## src/bq_pkg.sv

```systemverilog
package bq_pkg;

    localparam int DEF_SAMPLE_BITS = 24;
    localparam int DEF_COEF_BITS   = 32;
    localparam int DELAY_BITS      = 40;
    localparam int DELAY_FRAC      = 8;
    localparam int COEF_INT_BITS   = 4;
    localparam int KEEP_BITS       = DELAY_FRAC + COEF_INT_BITS;
    localparam int CFG_INDEX_BITS  = 3;

    localparam logic [CFG_INDEX_BITS-1:0] REG_B0 = 3'd0;
    localparam logic [CFG_INDEX_BITS-1:0] REG_B1 = 3'd1;
    localparam logic [CFG_INDEX_BITS-1:0] REG_B2 = 3'd2;
    localparam logic [CFG_INDEX_BITS-1:0] REG_A1 = 3'd3;
    localparam logic [CFG_INDEX_BITS-1:0] REG_A2 = 3'd4;

    typedef enum logic [3:0] {
        S_IDLE,
        S_MULX,
        S_YSUM,
        S_YRND,
        S_LOADY,
        S_MULY,
        S_UPD1,
        S_UPD2,
        S_OUT
    } state_t;

    typedef struct packed {
        logic load;
        logic step;
        logic last;
    } mul_ctrl_t;

endpackage

```

## src/bq_smul.sv

```systemverilog
module bq_smul
    import bq_pkg::*;
#(
    parameter int SAMPLE_BITS = DEF_SAMPLE_BITS,
    parameter int COEF_BITS   = DEF_COEF_BITS
)
(
    input  logic                                     clk,
    input  mul_ctrl_t                                ctrl,
    input  logic signed [SAMPLE_BITS-1:0]            mcand,
    input  logic [COEF_BITS-1:0]                     coef,
    output logic signed [SAMPLE_BITS+KEEP_BITS-1:0]  prod
);

    logic signed [SAMPLE_BITS-1:0] mcand_reg;
    logic [COEF_BITS-1:0]          coef_reg;
    logic signed [SAMPLE_BITS:0]   acc_reg;
    logic [KEEP_BITS-1:0]          lo_reg;
    logic signed [SAMPLE_BITS+1:0] addend;
    logic signed [SAMPLE_BITS+1:0] sum;

    always_comb
    begin
        addend = '0;
        if (coef_reg[0])
        begin
            if (ctrl.last)
                addend = -((SAMPLE_BITS+2)'(mcand_reg));
            else
                addend = (SAMPLE_BITS+2)'(mcand_reg);
        end
        sum = (SAMPLE_BITS+2)'(acc_reg) + addend;
    end

    always_ff @(posedge clk)
    begin
        if (ctrl.load)
        begin
            mcand_reg <= mcand;
            coef_reg  <= coef;
            acc_reg   <= '0;
            lo_reg    <= '0;
        end
        else if (ctrl.step)
        begin
            coef_reg <= coef_reg >> 1;
            acc_reg  <= $signed(sum[SAMPLE_BITS+1:1]);
            lo_reg   <= {sum[0], lo_reg[KEEP_BITS-1:1]};
        end
    end

    assign prod = $signed({acc_reg[SAMPLE_BITS-1:0], lo_reg});

endmodule

```

## src/biquad_iir_filter.sv

```systemverilog
// Biquad IIR filter, transposed direct form II, signed fixed point.
// Input channel: in_valid/in_stall with sample_in and block_end; a word is
// taken when in_valid is high and in_stall low. in_stall is low only while
// the block is idle.
// Output channel: out_valid/out_stall with sample_out and block_end_out, one
// output word per input word, in order, held in an output register.
// Configuration: cfg_valid/cfg_ready with cfg_index (0 b0, 1 b1, 2 b2, 3 a1,
// 4 a2) and cfg_data; cfg_ready is always high, other indexes are dropped.
// Write coefficients only while the filter is idle.
// Timing: three bit-serial multipliers take one coefficient bit per cycle;
// x*b0, x*b1, x*b2 run in one pass, y*a1, y*a2 in a second; in between y is
// summed, rounded and loaded; after the second pass both delays are updated
// and the result goes to the output register; only then is a new word taken.
// A stalled output holds its word; a finished result waits in the last state
// until the output register is free.
// Reset clears both delays, sets b0 to 1.0 and the other coefficients to 0,
// and empties the output register.
module biquad_iir_filter
    import bq_pkg::*;
#(
    parameter int SAMPLE_BITS = DEF_SAMPLE_BITS,
    parameter int COEF_BITS   = DEF_COEF_BITS
)
(
    input  logic                          clk,
    input  logic                          rst_n,
    input  logic                          in_valid,
    output logic                          in_stall,
    input  logic signed [SAMPLE_BITS-1:0] sample_in,
    input  logic                          block_end,
    output logic                          out_valid,
    input  logic                          out_stall,
    output logic signed [SAMPLE_BITS-1:0] sample_out,
    output logic                          block_end_out,
    input  logic                          cfg_valid,
    output logic                          cfg_ready,
    input  logic [CFG_INDEX_BITS-1:0]     cfg_index,
    input  logic [COEF_BITS-1:0]          cfg_data
);

    localparam int PW    = SAMPLE_BITS + KEEP_BITS;
    localparam int ACCW  = ((PW > DELAY_BITS) ? PW : DELAY_BITS) + 2;
    localparam int QW    = ACCW - DELAY_FRAC;
    localparam int CW    = ((PW + 1 > DELAY_BITS) ? PW + 1 : DELAY_BITS) + 1;
    localparam int CNT_W = $clog2(COEF_BITS);

    localparam logic [COEF_BITS-1:0] COEF_ONE =
        {{(COEF_INT_BITS-1){1'b0}}, 1'b1, {(COEF_BITS-COEF_INT_BITS){1'b0}}};
    localparam logic signed [ACCW-1:0] HALF_LSB = ACCW'(1) << (DELAY_FRAC - 1);
    localparam logic signed [QW-1:0] Y_MAX =
        {{(QW-SAMPLE_BITS+1){1'b0}}, {(SAMPLE_BITS-1){1'b1}}};
    localparam logic signed [QW-1:0] Y_MIN = ~Y_MAX;

    function automatic logic signed [DELAY_BITS-1:0] sat_delay(
        input logic signed [CW-1:0] v
    );
        logic signed [CW-1:0] hi;
        logic signed [CW-1:0] lo;
        hi = {{(CW-DELAY_BITS+1){1'b0}}, {(DELAY_BITS-1){1'b1}}};
        lo = ~hi;
        if (v > hi)
            sat_delay = hi[DELAY_BITS-1:0];
        else if (v < lo)
            sat_delay = lo[DELAY_BITS-1:0];
        else
            sat_delay = v[DELAY_BITS-1:0];
    endfunction

    state_t state_reg;
    state_t state_next;

    logic [CNT_W-1:0]              cnt_reg;
    logic [CNT_W-1:0]              cnt_next;
    logic [COEF_BITS-1:0]          b0_reg;
    logic [COEF_BITS-1:0]          b1_reg;
    logic [COEF_BITS-1:0]          b2_reg;
    logic [COEF_BITS-1:0]          a1_reg;
    logic [COEF_BITS-1:0]          a2_reg;
    logic signed [DELAY_BITS-1:0]  d1_reg;
    logic signed [DELAY_BITS-1:0]  d2_reg;
    logic signed [PW-1:0]          m1_reg;
    logic signed [PW:0]            t1_reg;
    logic signed [ACCW-1:0]        sum_reg;
    logic signed [SAMPLE_BITS-1:0] y_reg;
    logic                          be_reg;
    logic                          out_valid_reg;
    logic signed [SAMPLE_BITS-1:0] sample_out_reg;
    logic                          block_end_out_reg;

    logic                          in_take;
    logic                          out_load;
    logic                          last_bit;
    mul_ctrl_t                     ctrl01;
    mul_ctrl_t                     ctrl2;
    logic signed [SAMPLE_BITS-1:0] mcand01;
    logic [COEF_BITS-1:0]          coef0;
    logic [COEF_BITS-1:0]          coef1;
    logic signed [PW-1:0]          prod0;
    logic signed [PW-1:0]          prod1;
    logic signed [PW-1:0]          prod2;
    logic signed [ACCW-1:0]        rnd;
    logic signed [QW-1:0]          q;
    logic signed [SAMPLE_BITS-1:0] y_sat;

    always_ff @(posedge clk or negedge rst_n)
    begin
        if (!rst_n)
        begin
            state_reg <= S_IDLE;
            cnt_reg   <= '0;
        end
        else
        begin
            state_reg <= state_next;
            cnt_reg   <= cnt_next;
        end
    end

    always_comb
    begin
        state_next = state_reg;
        cnt_next   = cnt_reg;
        in_stall   = 1'b1;
        in_take    = 1'b0;
        out_load   = 1'b0;
        last_bit   = (cnt_reg == CNT_W'(COEF_BITS - 1));
        ctrl01     = '0;
        ctrl2      = '0;
        case (state_reg)
            S_IDLE:
            begin
                in_stall = 1'b0;
                if (in_valid)
                begin
                    in_take     = 1'b1;
                    ctrl01.load = 1'b1;
                    ctrl2.load  = 1'b1;
                    cnt_next    = '0;
                    state_next  = S_MULX;
                end
            end
            S_MULX:
            begin
                ctrl01.step = 1'b1;
                ctrl01.last = last_bit;
                ctrl2.step  = 1'b1;
                ctrl2.last  = last_bit;
                cnt_next    = cnt_reg + 1'b1;
                if (last_bit)
                    state_next = S_YSUM;
            end
            S_YSUM:
                state_next = S_YRND;
            S_YRND:
                state_next = S_LOADY;
            S_LOADY:
            begin
                ctrl01.load = 1'b1;
                cnt_next    = '0;
                state_next  = S_MULY;
            end
            S_MULY:
            begin
                ctrl01.step = 1'b1;
                ctrl01.last = last_bit;
                cnt_next    = cnt_reg + 1'b1;
                if (last_bit)
                    state_next = S_UPD1;
            end
            S_UPD1:
                state_next = S_UPD2;
            S_UPD2:
                state_next = S_OUT;
            S_OUT:
            begin
                if (!out_valid_reg || !out_stall)
                begin
                    out_load   = 1'b1;
                    state_next = S_IDLE;
                end
            end
            default:
                state_next = S_IDLE;
        endcase
    end

    assign mcand01 = (state_reg == S_IDLE) ? sample_in : y_reg;
    assign coef0   = (state_reg == S_IDLE) ? b0_reg : a1_reg;
    assign coef1   = (state_reg == S_IDLE) ? b1_reg : a2_reg;

    bq_smul #(
        .SAMPLE_BITS (SAMPLE_BITS),
        .COEF_BITS   (COEF_BITS)
    ) u_mul0 (
        .clk   (clk),
        .ctrl  (ctrl01),
        .mcand (mcand01),
        .coef  (coef0),
        .prod  (prod0)
    );

    bq_smul #(
        .SAMPLE_BITS (SAMPLE_BITS),
        .COEF_BITS   (COEF_BITS)
    ) u_mul1 (
        .clk   (clk),
        .ctrl  (ctrl01),
        .mcand (mcand01),
        .coef  (coef1),
        .prod  (prod1)
    );

    bq_smul #(
        .SAMPLE_BITS (SAMPLE_BITS),
        .COEF_BITS   (COEF_BITS)
    ) u_mul2 (
        .clk   (clk),
        .ctrl  (ctrl2),
        .mcand (sample_in),
        .coef  (b2_reg),
        .prod  (prod2)
    );

    always_comb
    begin
        rnd = sum_reg + HALF_LSB;
        q   = $signed(rnd[ACCW-1:DELAY_FRAC]);
        if (q > Y_MAX)
            y_sat = Y_MAX[SAMPLE_BITS-1:0];
        else if (q < Y_MIN)
            y_sat = Y_MIN[SAMPLE_BITS-1:0];
        else
            y_sat = q[SAMPLE_BITS-1:0];
    end

    assign cfg_ready = 1'b1;

    always_ff @(posedge clk or negedge rst_n)
    begin
        if (!rst_n)
        begin
            b0_reg <= COEF_ONE;
            b1_reg <= '0;
            b2_reg <= '0;
            a1_reg <= '0;
            a2_reg <= '0;
        end
        else if (cfg_valid)
        begin
            case (cfg_index)
                REG_B0:  b0_reg <= cfg_data;
                REG_B1:  b1_reg <= cfg_data;
                REG_B2:  b2_reg <= cfg_data;
                REG_A1:  a1_reg <= cfg_data;
                REG_A2:  a2_reg <= cfg_data;
                default: ;
            endcase
        end
    end

    always_ff @(posedge clk or negedge rst_n)
    begin
        if (!rst_n)
        begin
            d1_reg <= '0;
            d2_reg <= '0;
        end
        else if (state_reg == S_UPD2)
        begin
            d1_reg <= sat_delay(CW'(t1_reg) + CW'(d2_reg));
            d2_reg <= sat_delay(CW'(prod2) - CW'(prod1));
        end
    end

    always_ff @(posedge clk)
    begin
        if (in_take)
            be_reg <= block_end;
        if (state_reg == S_YSUM)
        begin
            sum_reg <= ACCW'(prod0) + ACCW'(d1_reg);
            m1_reg  <= prod1;
        end
        if (state_reg == S_YRND)
            y_reg <= y_sat;
        if (state_reg == S_UPD1)
            t1_reg <= (PW+1)'(m1_reg) - (PW+1)'(prod0);
        if (out_load)
        begin
            sample_out_reg    <= y_reg;
            block_end_out_reg <= be_reg;
        end
    end

    always_ff @(posedge clk or negedge rst_n)
    begin
        if (!rst_n)
            out_valid_reg <= 1'b0;
        else if (out_load)
            out_valid_reg <= 1'b1;
        else if (!out_stall)
            out_valid_reg <= 1'b0;
    end

    assign out_valid     = out_valid_reg;
    assign sample_out    = sample_out_reg;
    assign block_end_out = block_end_out_reg;

    a_take_starts: assert property (@(posedge clk) disable iff (!rst_n)
        (in_valid && !in_stall) |=> (state_reg == S_MULX && cnt_reg == '0))
        else $error("accepted word did not start the multiply pass");

    a_out_from_final: assert property (@(posedge clk) disable iff (!rst_n)
        $rose(out_valid_reg) |-> $past(state_reg) == S_OUT)
        else $error("output word loaded outside the final state");

    a_delay_hold: assert property (@(posedge clk) disable iff (!rst_n)
        (state_reg != S_UPD2) |=> ($stable(d1_reg) && $stable(d2_reg)))
        else $error("delay state changed outside the update step");

    a_no_overwrite: assert property (@(posedge clk) disable iff (!rst_n)
        (out_valid_reg && out_stall) |=> $stable(sample_out_reg))
        else $error("stalled output word overwritten");

endmodule

```

## config.mk

```make
export PLATFORM = sky130hd
export DESIGN_NAME = biquad_iir_filter
export DESIGN_NICKNAME = d
export VERILOG_FILES = /design/src/bq_pkg.sv /design/src/bq_smul.sv /design/src/biquad_iir_filter.sv
export SDC_FILE = /design/constraint.sdc
export NUM_CORES = 1
export LEC_CHECK = 0
export BUFFER_PORTS_ARGS = -buffer_cell sky130_fd_sc_hd__buf_4
export CAP_MARGIN = 20
export CORE_MARGIN = 2
export CORE_UTILIZATION = 30
export DETAILED_ROUTE_END_ITERATION = 8
export PLACE_DENSITY = 0.41
export SLEW_MARGIN = 20
export SYNTH_ARGS = -nofsm -noshare
export SYNTH_HDL_FRONTEND = slang
export SYNTH_HIERARCHICAL = 1
export SYNTH_SLANG_ARGS = --single-unit
```

## constraint.sdc

```tcl
create_clock -name clk -period 12.7 [get_ports clk]
set_input_delay 2.54 -clock clk [delete_from_list [all_inputs] [get_ports clk]]
set_output_delay 2.54 -clock clk [all_outputs]
set_load 0.05 [all_outputs]
```

# --- After elaboration in Yosys (flattened, before gate mapping) ---
# Cells that the tools add are included.
classes:
  n_bitwise: 0
  n_reduce_logical: 16
  n_div: 0
  n_shift: 0
  eq_ne: 18
  mul: 0
  order_cmp: 6
  addsub: 11
  muxes: 36
op_table:
  columns: ["op", "count"]
  rows:
  - ["2-to-1 mux 32 bit", 8]
  - ["2-to-1 mux 40 bit", 4]
  - ["2-to-1 mux 26 bit", 5]
  - ["adder 25 x 26 -> 26 bit", 3]
  - ["subtractor 36 x 36 -> 37 bit", 2]
  - ["negator 24 -> 26 bit", 2]
  - ["2-to-1 mux 24 bit", 2]
  - ["adder 42 x 9 -> 42 bit, second input constant", 1]
  - ["adder 36 x 40 -> 41 bit", 1]
  - ["adder 37 x 40 -> 41 bit", 1]
  - ["greater-than comparator 41 x 40 -> 1 bit, second input constant", 1]
  - ["less-than comparator 41 x 40 -> 1 bit, second input constant", 1]
  - ["greater-than comparator 37 x 40 -> 1 bit, second input constant", 1]
  - ["less-than comparator 37 x 40 -> 1 bit, second input constant", 1]
  - ["one-hot mux 4 bit (9 select lines)", 1]
  - ["greater-than comparator 34 x 24 -> 1 bit, second input constant", 1]
  - ["less-than comparator 34 x 24 -> 1 bit, second input constant", 1]
  - ["== test 4 x 3 -> 1 bit, second input constant", 4]
  - ["2-to-1 mux 4 bit", 4]
  - ["one-hot mux 5 bit (3 select lines)", 1]
  - ["AND reduction 2 bit", 6]
  - ["== test 4 x 2 -> 1 bit, second input constant", 2]
  - ["!= test 2 bit, second input constant", 4]
  - ["2-to-1 mux 1 bit", 7]
  - ["19 further kinds", 23]
word_totals:
  latchBits: 0
  mem_bits_ro: 0
  mem_count: 0
  ram_bits: 0
  inputBits: 65
  out_inout_bits: 28
  regBits: 670
  elab_cells: 115

# --- Longest topological paths before layout ---
# Gate-level depths: netlist of the first run.
logic_depth:
  depth_word: 6
  mapped_depth: 20
  mapped_depth_nobuf: 18

# --- Cells and area by module ---
# The synthesis of the first run kept the hierarchy.
modules_own_cells:
  columns: ["module", "n_inst", "cells_per_inst", "area_per_inst_um2"]
  rows:
  - ["biquad_iir_filter", 1, 2271, 23147.2]
  - ["bq_smul", 3, 543, 5587.9]

# --- Least setup slack after synthesis of the first run ---
# No wires, ideal clock.
synth_timing:
  path_kind: "in2reg"
  start: "input in_valid"
  end: "register u_mul0.coef_reg[0] (enable)"
  stages: 5
  setup_slack_ns: 2.877
  path_buffers: 1
  arrival_time_ns: 9.436
  t_required_ns: 12.313
  path_cell_list: "nor2_1 -> nor4_1 -> nor2_1 -> clkbuf_1 -> inv_1"
synth_lines:
  columns: ["element", "line_no", "text"]
  rows:
  - ["start, declared", "biquad_iir_filter.sv:27", "input logic in_valid,"]
  - ["end signal, assigned", "bq_smul.sv:40", "coef_reg <= coef;"]
  - ["end signal, assigned", "bq_smul.sv:46", "coef_reg <= coef_reg >> 1;"]
  - ["end, declared", "bq_smul.sv:16", "logic [COEF_BITS-1:0] coef_reg;"]

# --- Final worst setup path of the first run ---
layout_timing:
  start: "register state_reg[3]"
  end: "output in_stall"
layout_via:
  elab_chain_len: 2
layout_lines:
  columns: ["element", "line_no", "text"]
  rows:
  - ["start, declared", "biquad_iir_filter.sv:69", "state_t state_reg;"]
  - ["start signal, assigned", "biquad_iir_filter.sv:114", "state_reg <= state_next;"]
  - ["logical NOT 4 bit", "biquad_iir_filter.sv:129", "case (state_reg)"]
  - ["2-to-1 mux 1 bit", "biquad_iir_filter.sv:129", null]
  - ["end, declared", "biquad_iir_filter.sv:28", "output logic in_stall,"]
# Every way passes these cells.

==> results of run 1 <==
## logic make-up (layout without fill, tap and decap cells)
family,count (synthesis),after routing,synth area share
multiplexers,328,328,0.09070
buffers and inverters,353,422,0.04113
AND/OR/NAND/NOR,1196,1196,0.1410
other,1,1,0.00009396
AO/OA/AOI/OAI,846,846,0.1400
flip-flops,684,684,0.4557
adder cells (fa/ha/maj),236,236,0.07511
XOR/XNOR,256,256,0.05618
## placed cells by master (no fill, tap or decap), types with 134 or more instances in the layout
| cell type | count |
|---|---|
| mux2_2 | 255 |
| nor2_1 | 299 |
| a21oi_1 | 224 |
| dfrtp_1 | 247 |
| edfxtp_1 | 325 |
| inv_1 | 134 |
| xnor2_1 | 158 |
| nand2_1 | 486 |
| ha_1 | 230 |
| o21ai_0 | 197 |
## area by class of cell
class	instances	area (µm²)
fill	13452	86650
multi-input combinational	2863	20190
sequential	684	18190
inverter	137	515.5
tap	1755	2196
clock inverter	45	778.2
clock buffer	116	2325
timing repair buffer	124	958.4
## report_power, final
part | switching, W | leakage, nW | internal [W]
logic | 0.00333 | 10.7 | 0.00235
registers | 0.000599 | 7.14 | 0.00314
clock network | 0.00105 | 1.49 | 0.00163
total | 0.00499 | 19.3 | 0.00712
## worst max-delay path by stage
stage / endpoint / cells after the start / from / slack [ns]
after floorplan: u_mul0/coef_reg[0] / 5 / in_valid / 2.88
after CTS: in_stall / 4 / state_reg[3] / 7.11
final: in_stall / 4 / state_reg[3] / 7.21
after detailed placement: u_mul2/acc_reg[24] / 20 / state_reg[1] / 7.26
after global routing: u_mul2/acc_reg[24] / 20 / state_reg[0] / 6.80
after global placement: u_mul2/acc_reg[24] / 18 / state_reg[1] / 7.31
## metrics by stage
step | area [µm²] | worst slack (ns) | total power, W | std cells | util
final | 45150 | 7.210 | 0.01210 | 5724 | 0.3426
after global placement | 42020 | 7.315 | 0.009506 | 5562 | 0.3188
after floorplan | 39910 | 2.877 | 0.007923 | 3900 | -
after global routing | 45150 | 6.803 | 0.01304 | 5724 | 0.3426
after CTS | 45120 | 7.112 | 0.01224 | 5723 | 0.3423
after detailed placement | 42020 | 7.265 | 0.009481 | 5562 | 0.3188
## layer usage
metal,share of wire,global-route usage
met4,0.020,0.04560
met1,0.49,0.2427
met5,0.00073,0
met3,0.035,0.02639
met2,0.46,0.2808
## worst max-delay path: cells and delay by family (launching register included)
kind	cells	cell delay [ns]
flip-flops	1	0.57
AND/OR/NAND/NOR	1	0.42
buffers and inverters	3	1.20
==> metrics, run 1 <==
syn_nets 4201; port bufs ~90; wire per inst around 21 µm; top_reg_cell synth edfxtp_1; Synth cell types 101; Leakage roughly 19 nW; row cnt between 100 and 150; gr usage total 0.1741; Tmin final between 5 and 6 ns; register area share after synthesis 0.4557; residual DRC count 0; diode count 0; Final setup viols 0; required time of the worst setup path 10.16 ns; final hold slack about 0.42 ns; CP endpoint kind output port; Synth area leader edfxtp_1; CP dominant cell by count buf_4; async set-or-reset flop fraction in the synthesized netlist 0.3626; Avg Cell Area, Syn just over 10 µm²; list of most frequent post-synthesis cells nand2_1 (486), edfxtp_1 (325), nor2_1 (302), mux2_2 (255), dfrtp_1 (247); Post-Route WL around 120 mm; vias in the first global route approximately 28000; cell area after synthesis roughly 40000 µm²; peak supply drop 0.1214 mV; crit-path max FO 28; worst reg2reg path depth 20; Crit Path Class reg2out; CTS buffer count 86; Post-CTS Hold Fix Bufs 0; max FFs per register 40; critical path's slowest cell dfrtp_1; Tightest Hold Check Type reg2reg; ANT nets after route 0; Area Overhead vs Synth 13.12%; Root Driver clkbuf_16; r2r setup slk 7.23 ns; clk slew on worst S/H paths around 0.060 ns; post-cts sizing count 0; full die area roughly 140000 µm²; die height 368.7 µm; Clock Sinks roughly 680; Rel. slew slack 0.3207; area fraction of the dominant cell type after synthesis 0.2445; Worst Hold End block_end_out; Post-synth EDFFs 325; min-delay src be_reg; fin. max-slew vios 0; Initial Util 0.3028; worst path arrival time roughly 3 ns; TritonCTS clock tree built; Worst Setup Start Kind flop; initial antenna violation count 17; critical path, cell by cell nor4_2, buf_4, clkinv_2, buf_4; Worst Tran Pin Value roughly 1.0 ns; First DRT Iteration DRCs 1687; htree depth 3; clock buffer depth 3; total congestion overflow 0; Max Freq around 0.18 GHz; RSZ-0062 raised after global routing no; most numerous cell in the Yosys netlist nand2_1; largest cells by area after synthesis edfxtp_1 (24%), dfrtp_1 (15%), ha_1 (7.2%); max_cap viols 0; Die X-Extent 368.7 µm; first-pass GRT wire length approximately 180 mm; max incr delay on CP between 0.5 and 0.6 ns; final hold vios 0; fin crit share 0.4323; largest net degree at the start of global routing 74; Sum Neg Setup Slack 0 ns; Final Wtd Congestion about 0.83; Mapped Cells 3900; clk_lat worst skew approximately 0.72 ns; share of post-route cells with drive strength above 1 0.1529; Top Ports 93; worst hold stages 0; status finished, final reports clean; hpwl dp 88.55 mm; setup bufs post-CTS 0; PwrDens 268.0 nW/µm²; TritonRoute pass-1 iters 5; Vias/cell around 4.9; r2r startpoint state_reg[0]; Ys Warns 6; total number of vias about 28000; synthesized flop and latch total approximately 700; CORE AREA 131800 µm²; final net count ~4200; r2r endpoint u_mul2/acc_reg[24]; Setup Skew ~0.061 ns
No activity file was read; power rests on OpenSTA's default activity.
==> run 2: changes to the inputs <==
--- a/config.mk
+++ b/config.mk
@@ -10,7 +10,7 @@
 export CORE_MARGIN = 2
 export CORE_UTILIZATION = 30
 export DETAILED_ROUTE_END_ITERATION = 8
-export PLACE_DENSITY = 0.41
+export PLACE_DENSITY = 0.43
 export SLEW_MARGIN = 20
 export SYNTH_ARGS = -nofsm -noshare
 export SYNTH_HDL_FRONTEND = slang
==> constraint.sdc (replaced) <==
create_clock -name clk -period 4.75 [get_ports clk]
set_input_delay 0.95 -clock clk [delete_from_list [all_inputs] [get_ports clk]]
set_output_delay 0.95 -clock clk [all_outputs]
set_load 0.05 [all_outputs]
==> metrics, run 2 (synthesis results as in run 1) <==
status finished, final reports clean; Leakage 19.33 nW (+0.19%); Final Wtd Congestion 0.8335 (+0.11%); share of post-route cells with drive strength above 1 0.1624 (+0.009437); required time of the worst setup path 5.34 ns (-4.82 ns); Top Ports 93 (unchanged); Tmin final ~4.4 ns; total number of vias 28751 (+1.8%); FF/Latch Area 18190 µm² (unchanged); Vias/cell 4.997 (+1.3%); final net count 4227 (+0.71%); fin. max-slew vios 0 (unchanged); Initial Util 0.3028 (unchanged); die height 368.7 µm (unchanged); Die X-Extent 368.7 µm (unchanged); max_cap viols 0 (unchanged); pre-CTS WS 0.2812 ns (-6.983 ns); TritonRoute pass-1 iters 5 (unchanged); Root Driver clkbuf_16; TritonCTS clock tree built; Final Power 0.03169 W (+160%); worst path arrival time 5.02 ns (+2.07 ns); wire per inst 20.90 µm (+0.58%); row cnt 133 (unchanged); Post-Route WL 120.2 mm (+1.1%); Clock Sinks 684 (unchanged); max FFs per register 40 (unchanged); fin crit share 0.9326; RSZ-0062 raised after global routing no; clk slew on worst S/H paths 0.06 ns (about the same); PwrDens 701.5 nW/µm² (+160%); Area Overhead vs Synth 13.17% (about the same); clk_lat worst skew 0.70 ns (-0.02 ns); Tightest Hold Check Type in2async; Setup Skew 0.05349 ns (-0.007271 ns); full die area 136000 µm² (unchanged); First DRT Iteration DRCs 1836 (+8.8%); clock buffer depth 3 (unchanged); ANT nets after route 0 (unchanged); CTS buffer count 83 (-3.5%); final hold slack 0.2950 ns (-0.1258 ns); Multi-input gate area 20250 µm² (+0.32%); Final setup viols 0 (unchanged); final hold vios 0 (unchanged); most common cell after layout, fill and taps aside nand2_1; CORE AREA 131800 µm² (unchanged); residual DRC count 0 (unchanged); CP endpoint kind flop; Sum Neg Setup Slack 0 ns (unchanged); first-pass GRT wire length 182.5 mm (+1.4%); Crit Path Class reg2reg; htree depth 3 (unchanged); largest net degree at the start of global routing 103 (+39%); hpwl dp 89.45 mm (+1.0%); Worst Setup Start Kind flop; port bufs 91 (unchanged); gr usage total 0.1762 (+0.002065); vias in the first global route 28530 (+1.2%); Worst Tran Pin Value 1.072 ns (+0.06421 ns); fill count 13548 (+0.71%); initial antenna violation count 1 (-16); setup ws final 0.3203 ns (-6.890 ns); total congestion overflow 0 (unchanged); Rel. slew slack 0.2850 (-0.03571); most frequent cells in the layout nand2_1 (486), edfxtp_1 (325), nor2_1 (297); peak supply drop 0.3517 mV (+190%); crit-path max FO 22 (-21%); Max Freq about 0.23 GHz; setup bufs post-CTS 0 (unchanged)
run 2: per-stage QoR:
stage | cells | util | area (µm²)
final | 5754 | 0.3427 | 45170
after global routing | 5752 | 0.3427 | 45160
after CTS | 5752 | 0.3424 | 45120
after detailed placement | 5596 | 0.3215 | 42370
after global placement | 5595 | 0.3213 | 42350
after floorplan | 3900 | - | 39930
run 2: per-layer routing:
layer	vias to the layer above	track usage	part of all wire
li1	14022	-	-
met1	14078	0.2470	0.48
met2	519	0.2828	0.46
met3	132	0.02486	0.037
met4	0	0.04827	0.023
met5	-	0	0
run 2: worst paths after layout:
path	startpoint	end	slack, ns	cells past startpoint
min reg2reg	be_reg	block_end_out	0.45	0
max reg2reg	cnt_reg[0]	u_mul0/acc_reg[24]	0.32	18
min	rst_n	a2_reg[30]	0.30	1
min in group clk	block_end	be_reg	0.43	1
max	cnt_reg[0]	u_mul0/acc_reg[24]	0.32	18
max in group asynchronous	rst_n	d2_reg[11]	3.43	2
run 2: worst max-delay path, stage by stage (launching register included):
cell	delay [ns]
dfrtp_1	0.37
ha_1	0.18
and3_1	0.16
ha_1	0.18
and2_1	0.16
buf_4	0.26
inv_1	0.20
a31oi_1	0.33
a21oi_1	0.09
xnor2_1	0.14
and2_1	0.18
ha_1	0.34
a21oi_1	0.30
o211ai_1	0.14
a21oi_1	0.27
o41ai_4	0.17
or3_1	0.39
nand4_1	0.11
mux2_1	0.32
run 2: final cells by class:
class | count | share of cell area
repair buffers | 157 | 0.02781
well taps | 1755 | 0.04862
inverters | 137 | 0.01141
flip-flops and latches | 684 | 0.4027
clock buffers | 110 | 0.05069
diodes | 2 | 0.0001108
clock inverters | 46 | 0.01033
multi-input cells | 2863 | 0.4483
run 2: repair_timing:
item	in CTS	in global routing
resized for setup	0	6
endpoints found under the setup margin	0	3
hold buffers	0	0
endpoints found under the hold margin	0	0
run 2: power breakdown:
group	internal, W	switching [W]	total (W)
clock network	0.00362	0.00278	0.00640
registers	0.00839	0.00163	0.0100
logic	0.00644	0.00882	0.0153
total	0.0185	0.0132	0.0317
